<file path="config.mk">
export PLATFORM = sky130hd
export DESIGN_NAME = rspb_front
export DESIGN_NICKNAME = d
export VERILOG_FILES = /design/src/rspb_pkg.sv /design/src/rspb_front.sv
export SDC_FILE = /design/constraint.sdc
export NUM_CORES = 1
export LEC_CHECK = 0
export BUFFER_PORTS_ARGS = -buffer_cell sky130_fd_sc_hd__buf_2
export CAP_MARGIN = 0
export CORE_AREA = 2 2 117 119
export DETAILED_ROUTE_END_ITERATION = 10
export DIE_AREA = 0 0 119 121
export PLACE_DENSITY = 0.81
export SYNTH_ARGS = -nofsm -noshare
export SYNTH_HDL_FRONTEND = slang
export SYNTH_SLANG_ARGS = --single-unit
</file>
<file path="constraint.sdc">
create_clock -name clk -period 5.7 [get_ports clk]
set_clock_uncertainty 0.2 [all_clocks]
set_input_delay 1.425 -clock clk [delete_from_list [all_inputs] [get_ports clk]]
set_output_delay 1.425 -clock clk [all_outputs]
set_load 0.02 [all_outputs]
</file>
<file path="src/rspb_pkg.sv">
// ----------------------------------------------------------------------------
// rspb_pkg
// types, constants and arithmetic helpers of the response spectrum peak bank
// ----------------------------------------------------------------------------
package rspb_pkg;

	localparam int LANE_CAP = 16;
	localparam int NUM_COEF = 10;

	localparam logic [46:0] PEAK_MAX = {47{1'b1}};
	localparam logic [96:0] RND32 = 97'(1) << 31;
	localparam logic [96:0] RND16 = 97'(1) << 15;

	localparam logic [31:0] SAMPLE_INTERVAL_RST = 32'd42949673;
	localparam logic REG_SAMPLE_INTERVAL = 1'b0;

	localparam logic OP_LOAD = 1'b0;
	localparam logic OP_SAMPLE = 1'b1;

	// terms of one lane update, in issue order
	localparam logic [3:0] JOB_U_DISP = 4'd0;
	localparam logic [3:0] JOB_U_CUR = 4'd3;
	localparam logic [3:0] JOB_V_CUR = 4'd7;
	localparam logic [3:0] JOB_DAMP = 4'd8;
	localparam logic [3:0] JOB_STIFF = 4'd9;

	// operand kinds of the state terms
	localparam logic [1:0] OPND_DISP = 2'd0;
	localparam logic [1:0] OPND_VEL = 2'd1;
	localparam logic [1:0] OPND_PREV = 2'd2;
	localparam logic [1:0] OPND_CUR = 2'd3;

	typedef struct packed {
		logic is_sample;
		logic [3:0] lane;
		logic [3:0] sel;
		logic signed [47:0] value;
		logic signed [23:0] sample;
		logic first;
		logic last;
	} cmd_t;

	function automatic logic [3:0] job_coef(input logic [3:0] job);
		logic [3:0] sel;
		case (job)
			4'd2: sel = 4'd4;
			4'd3: sel = 4'd5;
			4'd4: sel = 4'd2;
			4'd5: sel = 4'd3;
			default: sel = job;
		endcase
		return sel;
	endfunction

	function automatic logic [47:0] mag48(input logic signed [47:0] x);
		return x[47] ? 48'(-x) : 48'(x);
	endfunction

	function automatic logic signed [47:0] sat48(input logic signed [50:0] x);
		logic signed [47:0] r;
		if (x > 51'sh0_7FFF_FFFF_FFFF)
			r = 48'sh7FFF_FFFF_FFFF;
		else if (x < -51'sh0_8000_0000_0000)
			r = 48'sh8000_0000_0000;
		else
			r = x[47:0];
		return r;
	endfunction

	function automatic logic [46:0] peak_of(input logic signed [47:0] x);
		logic [47:0] m;
		m = mag48(x);
		return (m > 48'(PEAK_MAX)) ? PEAK_MAX : m[46:0];
	endfunction

endpackage

</file>
<file path="src/rspb_front.sv">
// ----------------------------------------------------------------------------
// rspb_front
// accepts input beats, drops loads that address nothing, queues commands
// ----------------------------------------------------------------------------
module rspb_front #(
	parameter int LANES = 16
) (
	input  logic          clk,
	input  logic          arst_n,
	input  logic          in_valid,
	output logic          in_ready,
	input  rspb_pkg::cmd_t in_cmd,
	output logic          q_valid,
	input  logic          q_ready,
	output rspb_pkg::cmd_t q_cmd
);
	import rspb_pkg::*;

	cmd_t fifo_q [2];
	logic wr_ptr_q, rd_ptr_q;
	logic [1:0] count_q;
	logic keep, push, pop;

	assign keep = in_cmd.is_sample ||
		((32'(in_cmd.lane) < LANES) && (32'(in_cmd.sel) < NUM_COEF));
	assign in_ready = (count_q != 2'd2);
	assign push = in_valid && in_ready && keep;
	assign q_valid = (count_q != 2'd0);
	assign pop = q_valid && q_ready;
	assign q_cmd = fifo_q[rd_ptr_q];

	always_ff @(posedge clk) begin
		if (push)
			fifo_q[wr_ptr_q] <= in_cmd;
	end

	always_ff @(posedge clk or negedge arst_n) begin
		if (!arst_n) begin
			wr_ptr_q <= 1'b0;
			rd_ptr_q <= 1'b0;
			count_q <= 2'd0;
		end else begin
			if (push)
				wr_ptr_q <= ~wr_ptr_q;
			if (pop)
				rd_ptr_q <= ~rd_ptr_q;
			count_q <= count_q + 2'(push) - 2'(pop);
		end
	end

endmodule

</file>
==> reports/metrics.cfg <==
[status]
status=finished clean

[timing]
holdWs_ps=303.7
rsz0062_at_grt=false
setup_viol=0
fin_ws_ps=1722
fin_crit_ps=3978
drv_slew=0
post-route-period-util=0.6979
relSlewSlack=0.6326
worst_slew_pin_slew_ps=549.7
hold_viol=0
max_freq_mhz=251.4

[detailed_routing]
drcViolationCount=0
drt_iter0_drc=225
ant_nets=0
dr_total_vias=3138
drt-met1-wl_um=4397
dr.pass1.iters=4
dr_wl_met2_um=5546
routed.top_layer=met4
vias_per_cell=4.813
wl_met3_um=829
wl_um=10980
routedWlPerCell_um=16.84

[clock_network]
tritoncts=yes
clockBufferDepth=2
path_clk_slew_ps=60
clock_latency_ps=410
ctsHoldBuffers=0
cts-root-buf=clkbuf_16
cts_sinks=170
cts_resized=0
numCtsBuffers=17
htreeDepth=4
cts_setup_buffers=0

[global_routing]
overflow=0
grt_usage=0.1595
grt_max_degree=68
grt_pass1_wl_um=16920
antenna_found_initial=2
grt_pass1_vias=3387

[floorplanning]
die_area_um2=14400
floorplan.die.height_um=121
io_pins=172
initial_core_util=0.4940
core_area_um2=13090
die_w_um=119
rows=42

[power_and_ir_drop]
p_leak_nw=3.243
power.share.clock=0.292
p_sw_w=0.001319
total_power_w=0.004459
p_sw_frac=0.2959
powerDensity_nw_per_um2=543.4
p_int_w=0.003140
seqPwrFrac=0.398
combinationalPowerShare=0.310
peakVddDrop_mv=0.2737

[layout]
final_common_cell=buf_2
finalNonFillerCells=652
stdcell_area_um2=8207
multi_input_area_um2=1294
drive_gt1_frac=0.6181
final_cell_mix=171 x buf_2, 166 x edfxtp_1, 60 x mux2_4, 23 x mux2_2, 17 x clkbuf_16
regArea_um2=5089
syn_to_final_growth_pct=26.96
nNetsFinal=552
n_fill_cell=920

[critical_path]
slowest_delay_ps=770
crit_slowest_cell=dfrtp_4
end_kind=output port
worstPathRequired_ps=4070
cp.arrival_ps=2350
crit_path_max_fanout=32
path_buf_inv=2
cp-start-kind=register
crit_chain=buf_4, mux2_2, buf_2
cp_top_family=flip-flops
worst-setup-path-type=reg2out

[placed_design]
pre_cts_ws_ps=2148
io_buffers=171
placed_cell_area_um2=7525
hpwl_um=7223
gp_congestion=0.7116
placed_cells=620

[yosys]
ys_seq_area_frac=0.7867
syn_inst=278
synth_warnings=0
synth_area_um2=6464
synth_area_leaders=edfxtp_1 77%, mux2_4 14%, mux2_2 4.0%
yosysTopAreaCell=edfxtp_1
avgSynthCellArea_um2=23.25
synth_top_cell_area_share=0.7712
yosysUniqueCellTypes=15
syn_nets=367
synth_seq_cells=170

[hold_path]
hold_path_class=reg2reg

[job]
maxCapViolations=0

## Yosys cell counts
| master | number |
|---|---|
| ha_1 | 2 |
| inv_1 | 3 |
| nor2_1 | 3 |
| or2_2 | 1 |
| mux2_4 | 60 |
| xnor2_1 | 3 |
| xor2_1 | 1 |
| buf_6 | 7 |
| buf_2 | 2 |
| and2_4 | 1 |
| edfxtp_1 | 166 |
| nand2b_1 | 1 |
| dfrtp_1 | 4 |
| mux2_2 | 23 |
| o311ai_4 | 1 |
## per-layer routing
layer,vias up,GRT usage
met5,-,0
met4,0,0.07440
met3,17,0.06062
met2,120,0.2644
met1,1529,0.1840
li1,1472,-
## sequential cells by signal (all words and copies together), names as in the netlist
register and cells:
fifo_q 166, count_q 2, wr_ptr_q 1, rd_ptr_q 1
## power groups by stage
stage | Combinational [W] | Sequential [W] | Clock, W
after floorplan | 0.00109 | 0.00176 | 0
after global placement | 0.00138 | 0.00179 | 0
after detailed placement | 0.00140 | 0.00180 | 0
after CTS | 0.00141 | 0.00178 | 0.00133
after global routing | 0.00147 | 0.00180 | 0.00138
final | 0.00138 | 0.00177 | 0.00130
## path summary, 6_finish.rpt
path,start,end,slack (ps),cells past startpoint
max,rd_ptr_q$_DFFE_PN0P_,q_cmd[79],1720,3
min,count_q[1]$_DFF_PN0_,count_q[1]$_DFF_PN0_,300,1
max reg2reg,count_q[1]$_DFF_PN0_,fifo_q[1][59]$_DFFE_PP_,3500,4
min reg2reg,count_q[1]$_DFF_PN0_,count_q[1]$_DFF_PN0_,300,1
max in group asynchronous,arst_n,rd_ptr_q$_DFFE_PN0P_,4570,1
min in group asynchronous,arst_n,wr_ptr_q$_DFFE_PN0P_,600,1
## cell families after synthesis
group	count (synthesis)	synth area share
multiplexers	83	0.1794
buffers and inverters	12	0.01549
flip-flops	170	0.7867
adder cells (fa/ha/maj)	2	0.003871
XOR/XNOR	4	0.005421
AND/OR/NAND/NOR	6	0.005034
AO/OA/AOI/OAI	1	0.004066
## final cells by class
type                    instances  share of cell area
diodes                          2           0.0006098
clock inverters                12             0.03019
flip-flops and latches        170              0.6201
repair buffers                175              0.1110
inverters                       3            0.001372
multi-input cells              96              0.1576
clock buffers                  18             0.05229
well taps                     176             0.02683
## metrics by stage
stage | util | setup TNS [ps]
5_1_grt | 0.6270 | 0
6_report | 0.6272 | 0
3_5_place_dp | 0.5751 | 0
2_1_floorplan | - | -38700
3_3_place_gp | 0.5751 | 0
4_1_cts | 0.6268 | 0
(Power assumes the default switching activity.)
